===== config.mk =====
export PLATFORM = sky130hd
export DESIGN_NAME = sktab_ctrl
export DESIGN_NICKNAME = d
export VERILOG_FILES = /design/src/hdl/sktab_pkg.sv /design/src/hdl/sktab_ctrl.sv
export SDC_FILE = /design/constraint.sdc
export NUM_CORES = 1
export LEC_CHECK = 0
export BUFFER_PORTS_ARGS = -buffer_cell sky130_fd_sc_hd__buf_2
export CAP_MARGIN = 20
export CORE_AREA = 2 2 39 41
export CTS_BUF_LIST = sky130_fd_sc_hd__clkbuf_16
export DETAILED_ROUTE_END_ITERATION = 10
export DIE_AREA = 0 0 41 43
export PLACE_DENSITY = 0.63
export SYNTH_ARGS = -nofsm -noshare
export SYNTH_HDL_FRONTEND = slang
export SYNTH_SLANG_ARGS = --single-unit

===== constraint.sdc =====
create_clock -name clk -period 2.5 [get_ports clk]
set_input_delay 0.375 -clock clk [delete_from_list [all_inputs] [get_ports clk]]
set_output_delay 0.375 -clock clk [all_outputs]
set_load 0.01 [all_outputs]

===== src/hdl/sktab_pkg.sv =====
package sktab_pkg;

    // table geometry
    localparam int TABLE_DEPTH = 64;
    localparam int IDX_W       = $clog2(TABLE_DEPTH);
    localparam int CNT_W       = $clog2(TABLE_DEPTH + 1);
    localparam int CAP_W       = 7;
    localparam int CMP_W       = (CNT_W > CAP_W) ? CNT_W : CAP_W;
    localparam int WORD_W      = 64;

    localparam logic [CAP_W-1:0] CAP_RESET = CAP_W'(64);

    typedef enum logic {
        OP_INSERT = 1'b0,
        OP_LOOKUP = 1'b1
    } opcode_t;

    typedef enum logic [1:0] {
        ST_OK   = 2'd0,
        ST_FULL = 2'd1,
        ST_DUP  = 2'd2,
        ST_MISS = 2'd3
    } status_t;

    // one table row
    typedef struct packed {
        logic [WORD_W-1:0] key;
        logic [WORD_W-1:0] pay_a;
        logic [WORD_W-1:0] pay_b;
        logic [WORD_W-1:0] pay_c;
    } entry_t;

    // controller to datapath
    typedef struct packed {
        logic    load_item;
        logic    scan_init;
        logic    scan;
        logic    shift;
        logic    place;
        logic    res_load;
        logic    res_payload;
        status_t res_status;
        logic    out_load;
    } dp_cmd_t;

    // datapath to controller
    typedef struct packed {
        logic is_lookup;
        logic full;
        logic scan_hit;
        logic scan_stop;
        logic shift_done;
        logic out_busy;
    } dp_stat_t;

endpackage


===== src/hdl/sktab_ctrl.sv =====
module sktab_ctrl
    import sktab_pkg::*;
(
    input  logic     clk,
    input  logic     rst_n,
    input  logic     in_valid,
    output logic     in_ready,
    input  dp_stat_t stat,
    output dp_cmd_t  cmd
);

    typedef enum logic [2:0] {
        S_IDLE,
        S_CHECK,
        S_SCAN,
        S_SHIFT,
        S_PLACE,
        S_DONE
    } state_t;

    state_t state_reg;
    state_t state_next;

    // state register
    always_ff @(posedge clk or negedge rst_n)
    begin
        if (!rst_n)
        begin
            state_reg <= S_IDLE;
        end
        else
        begin
            state_reg <= state_next;
        end
    end

    assign in_ready = (state_reg == S_IDLE);

    // next state and datapath commands
    always_comb
    begin
        cmd        = '0;
        state_next = state_reg;
        unique case (state_reg)
            S_IDLE:
            begin
                if (in_valid)
                begin
                    cmd.load_item = 1'b1;
                    state_next    = S_CHECK;
                end
            end
            S_CHECK:
            begin
                if (stat.full)
                begin
                    cmd.res_load   = 1'b1;
                    cmd.res_status = ST_FULL;
                    state_next     = S_DONE;
                end
                else
                begin
                    cmd.scan_init = 1'b1;
                    state_next    = S_SCAN;
                end
            end
            S_SCAN:
            begin
                cmd.scan = 1'b1;
                if (stat.scan_hit)
                begin
                    cmd.res_load    = 1'b1;
                    cmd.res_payload = stat.is_lookup;
                    cmd.res_status  = stat.is_lookup ? ST_OK : ST_DUP;
                    state_next      = S_DONE;
                end
                else if (stat.scan_stop)
                begin
                    if (stat.is_lookup)
                    begin
                        cmd.res_load   = 1'b1;
                        cmd.res_status = ST_MISS;
                        state_next     = S_DONE;
                    end
                    else
                    begin
                        state_next = S_SHIFT;
                    end
                end
            end
            S_SHIFT:
            begin
                cmd.shift = 1'b1;
                if (stat.shift_done)
                begin
                    state_next = S_PLACE;
                end
            end
            S_PLACE:
            begin
                cmd.place      = 1'b1;
                cmd.res_load   = 1'b1;
                cmd.res_status = ST_OK;
                state_next     = S_DONE;
            end
            S_DONE:
            begin
                if (!stat.out_busy)
                begin
                    cmd.out_load = 1'b1;
                    state_next   = S_IDLE;
                end
            end
            default:
            begin
                state_next = S_IDLE;
            end
        endcase
    end

endmodule


# Yosys cells after proc, flatten, opt, wreduce, memory -nomap -nowiden
# Index checks and enable logic that the tools add are counted.
# Widths: inputs -> output; s select.
classes:
  n_reduce_logical: 2
  n_lt_le_gt_ge: 0
  n_bitwise: 0
  mux: 30
  n_eq_ne: 9
  n_mul: 0
  n_shift: 0
  addsub: 0
  n_div: 0
ops:
  columns: ["op", "n"]
  rows:
  - ["$mux 3", 7]
  - ["$pmux 3 s6", 1]
  - ["$mux 1", 16]
  - ["$mux 2", 4]
  - ["$eq 3x2->1 const B", 2]
  - ["$eq 3x3->1 const B", 2]
  - ["$ne 2x2->1 const B", 3]
  - ["$pmux 2 s2", 1]
  - ["$reduce_and 4->1", 1]
  - ["$eq 3x1->1 const B", 1]
  - ["$logic_not 3->1", 1]
  - ["$ne 3x3->1 const B", 1]
  - ["$pmux 1 s3", 1]
totals:
  regBits: 3
  rom_bits: 0
  output_inout_bits: 11
  mem_count: 0
  latch_bits: 0
  mem_bits_rw: 0

# Depth between registers and ports, before layout
# Gate-level depths: netlist of run 1.
depth:
  depth_word: 4
  ltp_mapped: 4

# Worst setup path before layout of run 1
# Ideal clock, no wire load.
synth_path:
  path_type: "reg-to-output"
  start: "register state_reg[1]"
  end: "output cmd[9] in the netlist's numbering"
  n_path_buf: 1
  path_stages_with_launch: 4
  arrival_time_ns: 1.152
  slack_ns: 0.973
  cell_sequence: "dfrtp_1 -> buf_2 -> nor3_1 -> and2_1"
synth_lines:
  columns: ["item", "line_no", "rtl"]
  rows:
  - ["start: declaration", "sktab_ctrl.sv:21", "state_t state_reg;"]
  - ["start signal: assignment", "sktab_ctrl.sv:33", "state_reg <= state_next;"]
  - ["end: declaration", "sktab_ctrl.sv:9", "output dp_cmd_t cmd"]

==> implementation parameters, run 1 <==
Parameter                              Value

Outcome
  Status    complete, no violations

Critical path
  Slowest cell on crit path    sky130_fd_sc_hd__dfrtp_1
  Path type of the worst setup path    flop to output port
  Startpoint type of the worst setup path    flop
  Ordered list of cells on the worst path    nand2b_1 -> nor2_1 -> and3_1 -> buf_2
  Required time at the endpoint of the critical path    2.12 ns
  Peak per-stage delay on the critical path    0.61 ns
  Kind of end point of the critical path    output port
  CP Data Arrival Time    between 1.5 and 2 ns
  Biggest fanout along the worst timing path    17
  Number of cells on the worst reg-to-reg path    3

Clock tree
  CTS tree    built
  Maximum clock path buffer count    2
  Root Buffer    sky130_fd_sc_hd__clkbuf_16
  Clock Pin Slew Worst Setup and Hold Paths    0.03 ns
  Resize count post-CTS    0
  Clock latency of the later-clocked register in the worst-skew pair    between 0.2 and 0.25 ns
  Number of H-tree branching levels    1
  CTS Buf Count    3
  Sinks on Clock Net    3

Routing
  Met3 wire length    approximately 86 um
  Avg Vias per Cell    between 5 and 6
  DR vias    approximately 450
  Wirelength, routed    1.02 mm
  Initial DRC Count    14
  DRC violation count after routing    0
  Drt wl/cell    between 10 and 15 um
  Antenna violation net count after detailed routing    0
  Wire length on met2    520 um
  Pre-antenna DRT Iters    4
  Top routing layer in use    met4
  Post-Route M1 WL    ~390 um

Yosys
  Combinational family with the most area after synthesis    simple AND/OR/NAND/NOR gates
  Fraction of the mapped netlist area in simple logic gates    between 40% and 50%
  Biggest area consumer among synthesized cells    sky130_fd_sc_hd__dfrtp_1
  Post-synthesis xor/xnor area fraction    0%
  Flop and latch count out of synthesis    3
  Top cell type's share of synthesized area    a little over a fifth
  Netlist cell types    28
  Register area share after synthesis    a little over a fifth
  Synth Area in Adders    0%
  Cell Area, Synth    roughly 360 sq um
  Post-synthesis area per instance    between 7 and 8 sq um
  Cells taking the most area after synthesis    sky130_fd_sc_hd__dfrtp_1, sky130_fd_sc_hd__nand2b_1, sky130_fd_sc_hd__nor2_1, sky130_fd_sc_hd__a21oi_1, sky130_fd_sc_hd__nor3_1
  Compound-gate portion of the synthesized area    25.3%
  Post-synth net total    58
  Total of warnings raised by yosys    0
  Cells after Synth    49
  Multiplexer share of the synthesized area    3.13%

Global routing
  Number of global-route vias before repair    between 300 and 400
  Number of antenna violations at the first check in global routing    0
  Remaining Overflow, GRT    0
  Maximum number of pins on one net before global-route repair    18
  Global-route wire length before repair    ~1.6 mm
  Total routing usage reported by global routing    14.2%

Place
  Final weighted congestion of routability-driven global placement    0.791
  Count of port buffers added during placement    19
  Setup Slack @ Placement    a little under 0.9 ns
  Cell area after placement    roughly 460 sq um
  Placed instance count    roughly 80
  Half-perimeter wire length after placement    688 um

Floorplanning
  Site row count    14
  Die Y    around 43 um
  Number of top-level design ports    20
  Core outline area    ~1400 sq um
  Die Span X    between 40 and 50 um
  Initial core utilization    26.0%
  Total die area    around 1800 sq um

Min path
  Worst min-delay path category    input pin to asynchronous set/reset pin

STA
  Max_slew headroom    roughly 70%
  Worst Skew    ~0.0026 ns
  Slack of the critical path    0.606 ns
  Final worst hold slack    0.473 ns
  Max-slew violation total from the final report    0
  Actual transition at the worst max-transition pin    roughly 0.45 ns
  Number of failing hold endpoints at the final stage    0
  Fin crit period    1.89 ns
  Max Clock Freq    ~0.53 GHz
  Unrepaired setup endpoints after global routing    no
  Fraction of the cycle the final worst path needs    ~76%
  Endpoints failing setup    0
  Sum of negative setup slack    0 ns

Layout
  Sequential cell area    approximately 75 sq um
  Leading cell types in the layout, fill and taps excluded    sky130_fd_sc_hd__buf_2, sky130_fd_sc_hd__nor2_1, sky130_fd_sc_hd__nand2b_1
  Cell area after layout    around 550 sq um
  Most frequent standard cell in the layout excluding fill and tap cells    sky130_fd_sc_hd__buf_2
  Finished Layout Cells    86
  Share of layout cells above drive strength 1    a little over a third
  Count of filler cells inserted in the layout    142
  Total Nets Final    80
  Multi-input logic area    approximately 260 sq um
  Layout overhead on the synthesized area    51.7%
  Flip-flop count of the largest register after layout    3
  Antenna fix cells    0

Job
  Number of maximum-capacitance violations    0

Power
  Power density of the placed cells    1350 nW/um^2
  Reported leakage power    0.000276 uW
  Largest vdd supply drop    around 430 uV
layout make-up:
class | count | share of cell area, %
Clock inverter | 1 | 0.686
Clock buffer | 3 | 13.7
Inverter | 3 | 2.06
Timing Repair Buffer | 20 | 19.2
Sequential cell | 3 | 13.7
Multi-Input combinational cell | 40 | 46.9
Tap cell | 16 | 3.66
what timing repair did:
action                    4_1_cts  5_1_grt
hold endpoints to repair        3        0
hold buffers                    1        0
buffers inserted                0        0
cell usage after synthesis:
library cell,n
sky130_fd_sc_hd__a2111o_1,1
sky130_fd_sc_hd__a21oi_1,4
sky130_fd_sc_hd__a311oi_1,1
sky130_fd_sc_hd__and2_1,1
sky130_fd_sc_hd__and3_1,1
sky130_fd_sc_hd__and3b_1,1
sky130_fd_sc_hd__buf_2,2
sky130_fd_sc_hd__buf_4,1
sky130_fd_sc_hd__dfrtp_1,3
sky130_fd_sc_hd__inv_1,3
sky130_fd_sc_hd__mux2_2,1
sky130_fd_sc_hd__nand2_1,3
sky130_fd_sc_hd__nand2b_1,5
sky130_fd_sc_hd__nand3b_1,1
sky130_fd_sc_hd__nand4_1,1
sky130_fd_sc_hd__nor2_1,6
sky130_fd_sc_hd__nor3_1,3
sky130_fd_sc_hd__nor4_1,1
sky130_fd_sc_hd__o21ai_1,1
sky130_fd_sc_hd__o21ai_2,1
sky130_fd_sc_hd__o221a_2,1
sky130_fd_sc_hd__o221ai_1,1
sky130_fd_sc_hd__o22a_1,1
sky130_fd_sc_hd__o311ai_1,1
sky130_fd_sc_hd__or2_1,1
sky130_fd_sc_hd__or2b_1,1
sky130_fd_sc_hd__or3b_1,1
sky130_fd_sc_hd__or4b_1,1
path summary, 6_finish.rpt:
| path | start | end | slack, ns |
|---|---|---|---|
| max | state_reg[1]$_DFFE_PN0P_ | cmd[3] | 0.61 |
| min reg2reg | state_reg[2]$_DFFE_PN0P_ | state_reg[1]$_DFFE_PN0P_ | 0.69 |
| min in group clk | in_valid | state_reg[2]$_DFFE_PN0P_ | 0.49 |
| min | rst_n | state_reg[1]$_DFFE_PN0P_ | 0.47 |
| max reg2reg | state_reg[0]$_DFFE_PN0P_ | state_reg[2]$_DFFE_PN0P_ | 1.09 |
| max in group asynchronous | rst_n | state_reg[2]$_DFFE_PN0P_ | 1.91 |
metal layers:
layer,track usage (%),up-vias
met5,0,-
met1,17.4,204
met4,10.0,0
met3,4.71,2
li1,-,221
met2,19.7,19
report_power, final:
group	switching (uW)	internal, uW
Combinational	152	160
Sequential	92.3	74.2
Clock	54.9	207
critical path, delay by kind of cell (launching register included):
| kind | cells | cell delay [ns] |
|---|---|---|
| flops | 1 | 0.61 |
| simple gates | 3 | 0.56 |
| buf+inv | 1 | 0.12 |
per-stage QoR:
step / power, uW / utilization (%)
floorplan: 389 / -
global placement: 475 / 33.1
detailed placement: 476 / 33.1
CTS: 741 / 39.5
global route: 784 / 39.5
finish: 740 / 39.5
cell families (layout without fill, tap and decap cells):
group / Yosys count / after routing
mux: 1 / 1
simple gates: 27 / 27
flops: 3 / 3
compound gates: 12 / 12
buf+inv: 6 / 27
(Power assumes the default switching activity.)
==> inputs of run 2 (changes only) <==
- clock period: 2.5 -> 1.97 ns (I/O delays scaled with it)
==> run 2 against run 1 <==
Net effect:
- critical path depth unchanged
- non-clock buffer count unchanged
- hold slack got worse by 0.074 ns
- critical endpoint unchanged
- largest cell class unchanged
- largest power group unchanged
==> implementation parameters, run 2 (synthesis gave the netlist of run 1 again) <==
Parameter                              Value

Outcome
  Status    complete, no violations

Routing
  Pre-antenna DRT Iters    4 (unchanged)
  Antenna violation net count after detailed routing    0 (unchanged)
  DRC violation count after routing    0 (unchanged)
  Initial DRC Count    17 (+3)
  Wirelength, routed    980 um (-3.9%)
  DR vias    440 (-1.3%)
  Drt wl/cell    11.4 um (-3.9%)
  Avg Vias per Cell    5.12 (-1.3%)

Layout
  Most frequent standard cell in the layout excluding fill and tap cells    sky130_fd_sc_hd__buf_2
  Antenna fix cells    0 (unchanged)
  Leading cell types in the layout, fill and taps excluded    sky130_fd_sc_hd__buf_2, sky130_fd_sc_hd__nor2_1, sky130_fd_sc_hd__nand2b_1
  Total Nets Final    80 (unchanged)
  Layout overhead on the synthesized area    51.7% (unchanged)
  Multi-input logic area    256 sq um (unchanged)
  Share of layout cells above drive strength 1    35.7% (unchanged)
  Count of filler cells inserted in the layout    147 (+3.5%)
  Sequential cell area    75.1 sq um (unchanged)
  Flip-flop count of the largest register after layout    3 (unchanged)
  Finished Layout Cells    86 (unchanged)

Floorplanning
  Number of top-level design ports    20 (unchanged)
  Core outline area    1380 sq um (unchanged)
  Die Span X    41 um (unchanged)
  Total die area    1760 sq um (unchanged)
  Initial core utilization    26.0% (unchanged)
  Die Y    43 um (unchanged)
  Site row count    14 (unchanged)

Global routing
  Number of global-route vias before repair    325 (-5.8%)
  Maximum number of pins on one net before global-route repair    18 (unchanged)
  Total routing usage reported by global routing    13.6% (-0.59 points)
  Number of antenna violations at the first check in global routing    0 (unchanged)
  Global-route wire length before repair    1.52 mm (-4.7%)
  Remaining Overflow, GRT    0 (unchanged)

Power
  Reported leakage power    0.000276 uW (unchanged)
  Proportion of power drawn by flip-flops and latches    22.4% (about the same)
  Switch share    39.9% (-0.49 points)
  Share of total power in the clock network    35.5% (about the same)
  Largest vdd supply drop    544 uV (+27%)
  Power density of the placed cells    1700 nW/um^2 (+26%)
  Combinational share of power    42.1% (about the same)
  Design Power    931 uW (+26%)
  Int Power    560 uW (+27%)
  Net Sw Power    371 uW (+24%)

Clock tree
  Number of buffers added for setup after CTS    0 (unchanged)
  Clock latency of the later-clocked register in the worst-skew pair    0.23 ns (about the same)
  CTS Buf Count    3 (unchanged)
  Clock Pin Slew Worst Setup and Hold Paths    0.03 ns (about the same)
  CTS tree    built
  Number of H-tree branching levels    1 (unchanged)
  Sinks on Clock Net    3 (unchanged)
  Root Buffer    sky130_fd_sc_hd__clkbuf_16
  Resize count post-CTS    0 (unchanged)
  Maximum clock path buffer count    2 (unchanged)

STA
  Max-slew violation total from the final report    0 (unchanged)
  Actual transition at the worst max-transition pin    0.442 ns (-0.00846 ns)
  Fraction of the cycle the final worst path needs    91.5%
  Max_slew headroom    70.5% (+0.56 points)
  Max Clock Freq    roughly 0.55 GHz
  Number of failing hold endpoints at the final stage    0 (unchanged)
  Unrepaired setup endpoints after global routing    no
  Sum of negative setup slack    0 ns (unchanged)
  Worst Skew    0.00136 ns (-0.00124 ns)
  Endpoints failing setup    0 (unchanged)
  Fin crit period    1.80 ns

Critical path
  Number of cells on the worst reg-to-reg path    3 (unchanged)
  CP Data Arrival Time    1.51 ns (about the same)
  Path type of the worst setup path    flop to output port
  Worst R2R Start    state_reg[0]$_DFFE_PN0P_
  R2R setup slack    0.56 ns (-0.53 ns)
  Kind of end point of the critical path    output port
  Endpoint of the worst register-to-register path    state_reg[2]$_DFFE_PN0P_
  Biggest fanout along the worst timing path    17 (unchanged)
  Startpoint type of the worst setup path    flop
  Required time at the endpoint of the critical path    1.67 ns (-0.45 ns)

Place
  Final weighted congestion of routability-driven global placement    0.790 (about the same)
  Placed instance count    81 (unchanged)
  Count of port buffers added during placement    19 (unchanged)
  Half-perimeter wire length after placement    684 um (-0.58%)

Min path
  Worst min-delay path category    input pin to asynchronous set/reset pin

Job
  Number of maximum-capacitance violations    0 (unchanged)
==> run 2: cell counts in the layout (fill, tap and decap cells not counted) <==
No cell type changed its count.
==> run 2: area by class of cell <==
type                    instances  area share [%]
inverters                       3            2.06
multi-input cells              40            46.9
flip-flops and latches          3            13.7
repair buffers                 20            19.2
well taps                      16            3.66
clock buffers                   3            13.7
clock inverters                 1           0.686
==> run 2: how the worst max path moves through the flow <==
stage,endpoint,from,depth (start not counted),slack (ns)
finish,cmd[3],state_reg[1]$_DFFE_PN0P_,4,0.17
global route,cmd[3],state_reg[1]$_DFFE_PN0P_,4,0.06
CTS,cmd[3],state_reg[1]$_DFFE_PN0P_,4,0.17
detailed placement,cmd[3],state_reg[1]$_DFFE_PN0P_,4,0.42
global placement,cmd[3],state_reg[1]$_DFFE_PN0P_,4,0.44
floorplan,cmd[9],state_reg[1]$_DFFE_PN0P_,3,0.52
==> run 2: stage by stage <==
step / util (%) / setup slack [ns] / hold slack, ns / instance area [sq um]
2_1_floorplan: - / 0.523 / -0.0000911 / 360
3_3_place_gp: 33.1 / 0.439 / 0.0953 / 458
3_5_place_dp: 33.1 / 0.417 / 0.0915 / 458
4_1_cts: 39.5 / 0.172 / 0.400 / 547
5_1_grt: 39.5 / 0.0575 / 0.428 / 547
6_report: 39.5 / 0.168 / 0.398 / 547
==> run 2: repair_timing <==
action	CTS	global route
hold buffers	1	0
endpoints found under the setup margin	0	0
endpoints found under the hold margin	3	0
==> run 2: power by group through the flow <==
stage / combinational [uW] / sequential [uW] / clock, uW
after floorplan: 366 / 127 / 0
after global placement: 395 / 207 / 0
after detailed placement: 392 / 210 / 0
after CTS: 396 / 207 / 333
after global routing: 428 / 223 / 336
final: 392 / 208 / 330
==> run 2: per-layer routing <==
metal	global-route usage (%)	wire length (um)	vias up
met2	17.8	495	13
li1	-	-	221
met4	10.0	21	0
met3	4.71	53	2
met1	17.5	409	204
met5	0	0	-
==> run 2: critical path, cell delays in order (launching register included) <==
cell and delay (ns):
sky130_fd_sc_hd__dfrtp_1 0.60, sky130_fd_sc_hd__nand2b_1 0.23, sky130_fd_sc_hd__nor2_1 0.16, sky130_fd_sc_hd__and3_1 0.16
sky130_fd_sc_hd__buf_2 0.12
==> inputs of run 3 (changes only) <==
- CELL_PAD_IN_SITES_DETAIL_PLACEMENT: unset -> 0
- CELL_PAD_IN_SITES_GLOBAL_PLACEMENT: unset -> 1
- CORE_AREA: 2 2 39 41 -> unset
- CORE_MARGIN: unset -> 2
- CORE_UTILIZATION: unset -> 27
- DIE_AREA: 0 0 41 43 -> unset
- PLACE_DENSITY: 0.63 -> 0.83
==> run 3 against run 2 <==
Net effect:
- combinational power barely moved
- clock skew rose by 0.0018 ns
- total power fell by 0.26%
- register-to-register slack barely moved
- fmax rose by 0.48%
- sequential power rose by 4%
- critical path type unchanged
- critical endpoint is now cmd[1]
==> implementation parameters, run 3 (synthesis gave the netlist of run 1 again) <==
Parameter                              Value

Power
  Reported leakage power    0.000274 uW (-0.53%)
  Largest vdd supply drop    988 uV (+81%)
  Design Power    928 uW (-0.26%)
  Power density of the placed cells    1700 nW/um^2 (-0.26%)

Layout
  Layout overhead on the synthesized area    51.7% (unchanged)
  Share of layout cells above drive strength 1    37.1% (+1.4 points)
  Finished Layout Cells    85 (-1.2%)
  Flip-flop count of the largest register after layout    3 (unchanged)
  Total Nets Final    80 (unchanged)
  Most frequent standard cell in the layout excluding fill and tap cells    sky130_fd_sc_hd__buf_2
  Final core utilization    43.1% (+3.6 points)
  Leading cell types in the layout, fill and taps excluded    sky130_fd_sc_hd__buf_2, sky130_fd_sc_hd__nor2_1, sky130_fd_sc_hd__nand2b_1
  Antenna fix cells    0 (unchanged)

Global routing
  Number of global-route vias before repair    364 (+12%)
  Remaining Overflow, GRT    0 (unchanged)
  Maximum number of pins on one net before global-route repair    18 (unchanged)
  Total routing usage reported by global routing    15.3% (+1.8 points)
  Global-route wire length before repair    1.61 mm (+5.9%)
  Number of antenna violations at the first check in global routing    0 (unchanged)

Clock tree
  CTS tree    built
  Number of H-tree branching levels    1 (unchanged)
  Clock latency of the later-clocked register in the worst-skew pair    0.22 ns (about the same)
  Maximum clock path buffer count    2 (unchanged)
  Clock Pin Slew Worst Setup and Hold Paths    0.03 ns (about the same)
  Root Buffer    sky130_fd_sc_hd__clkbuf_16
  Sinks on Clock Net    3 (unchanged)
  CTS Buf Count    3 (unchanged)

Routing
  Antenna violation net count after detailed routing    0 (unchanged)
  Avg Vias per Cell    5.35 (+4.6%)
  Drt wl/cell    12.2 um (+7.0%)
  Wirelength, routed    1.04 mm (+5.7%)
  DRC violation count after routing    0 (unchanged)
  DR vias    455 (+3.4%)
  Pre-antenna DRT Iters    4 (unchanged)
  Initial DRC Count    16 (-1)

Job
  Number of maximum-capacitance violations    0 (unchanged)

STA
  Fraction of the cycle the final worst path needs    91.0% (-0.44 points)
  Endpoints failing setup    0 (unchanged)
  Max Clock Freq    0.558 GHz (+0.48%)
  Number of failing hold endpoints at the final stage    0 (unchanged)
  Max_slew headroom    69.7% (-0.77 points)
  Worst Skew    0.00317 ns (+0.00182 ns)
  Max-slew violation total from the final report    0 (unchanged)
  Final worst hold slack    0.401 ns (+0.00247 ns)
  Fin crit period    1.79 ns (-0.00861 ns)
  Actual transition at the worst max-transition pin    0.454 ns (+0.0116 ns)
  Sum of negative setup slack    0 ns (unchanged)
  Unrepaired setup endpoints after global routing    no

Place
  Half-perimeter wire length after placement    731 um (+6.8%)
  Count of port buffers added during placement    19 (unchanged)
  Final weighted congestion of routability-driven global placement    0.795 (+0.68%)
  Placed instance count    80 (-1.2%)

Floorplanning
  Total die area    1640 sq um (-6.8%)
  Die Span X    40.5 um (-1.1%)
  Die Y    40.5 um (-5.7%)
  Number of top-level design ports    20 (unchanged)
  Site row count    13 (-1)
  Core outline area    1270 sq um (-8.3%)
  Initial core utilization    28.4% (+2.4 points)

Critical path
  Worst R2R Start    state_reg[0]$_DFFE_PN0P_
  R2R setup slack    0.56 ns (about the same)
  Required time at the endpoint of the critical path    1.67 ns (about the same)
  CP Data Arrival Time    1.50 ns (about the same)
  Kind of end point of the critical path    output port
  Biggest fanout along the worst timing path    17 (unchanged)
  Startpoint type of the worst setup path    flop
  Endpoint of the worst register-to-register path    state_reg[2]$_DFFE_PN0P_
  Path type of the worst setup path    flop to output port
  Number of cells on the worst reg-to-reg path    3 (unchanged)

Outcome
  Status    complete, no violations

Min path
  Worst min-delay path category    input pin to asynchronous set/reset pin
-- run 3: cell counts in the layout (fill, tap and decap cells not counted) --
No cell type changed its count.
-- run 3: power by group --
| group | switching, uW | internal [uW] | leakage (uW) |
|---|---|---|---|
| combinational | 192 | 202 | 0.000197 |
| sequential | 120 | 96.7 | 0.0000352 |
| clock | 55.1 | 262 | 0.0000423 |
| total | 368 | 561 | 0.000274 |
-- run 3: repair_timing --
item	4_1_cts	5_1_grt
hold endpoints to repair	3	0
gates resized for setup	0	1
endpoints found under the setup margin	0	1
hold buffers	1	0
buffers inserted	0	0
-- run 3: worst max path at each step --
stage,endpoint,cells past startpoint,startpoint,slack (ns)
after floorplan,cmd[9],3,state_reg[1]$_DFFE_PN0P_,0.52
after global placement,cmd[3],4,state_reg[1]$_DFFE_PN0P_,0.43
after detailed placement,cmd[1],4,state_reg[0]$_DFFE_PN0P_,0.43
after CTS,cmd[3],4,state_reg[1]$_DFFE_PN0P_,0.17
after global routing,cmd[4],4,state_reg[0]$_DFFE_PN0P_,0.08
final,cmd[1],4,state_reg[0]$_DFFE_PN0P_,0.18
-- run 3: stage by stage --
stage,setup WS (ns),area [sq um]
after floorplan,0.523,360
after global placement,0.430,457
after detailed placement,0.426,457
after CTS,0.166,546
after global routing,0.0850,547
final,0.177,547
-- run 3: final cells by class --
| cell class | count | area [sq um] |
|---|---|---|
| fill | 147 | 722 |
| clock buffer | 3 | 75.1 |
| timing repair buffer | 20 | 105 |
| sequential | 3 | 76.3 |
| inverter | 3 | 11.3 |
| multi-input combinational | 40 | 256 |
| tap | 15 | 18.8 |
| clock inverter | 1 | 3.75 |
-- run 3: critical path, cell delays in order, from the launching register on --
cell and delay (ns):
sky130_fd_sc_hd__dfrtp_1 0.61, sky130_fd_sc_hd__nand2_1 0.17, sky130_fd_sc_hd__or2_1 0.24, sky130_fd_sc_hd__a21oi_1 0.12, sky130_fd_sc_hd__buf_2 0.15
-- run 3: per-layer routing --
metal | vias up | GRT usage (%) | wire length (um)
met3 | 2 | 3.33 | 62
met5 | - | 0 | 0
met4 | 0 | 12.5 | 21
li1 | 224 | - | -
met2 | 16 | 22.2 | 468
met1 | 213 | 19.1 | 484
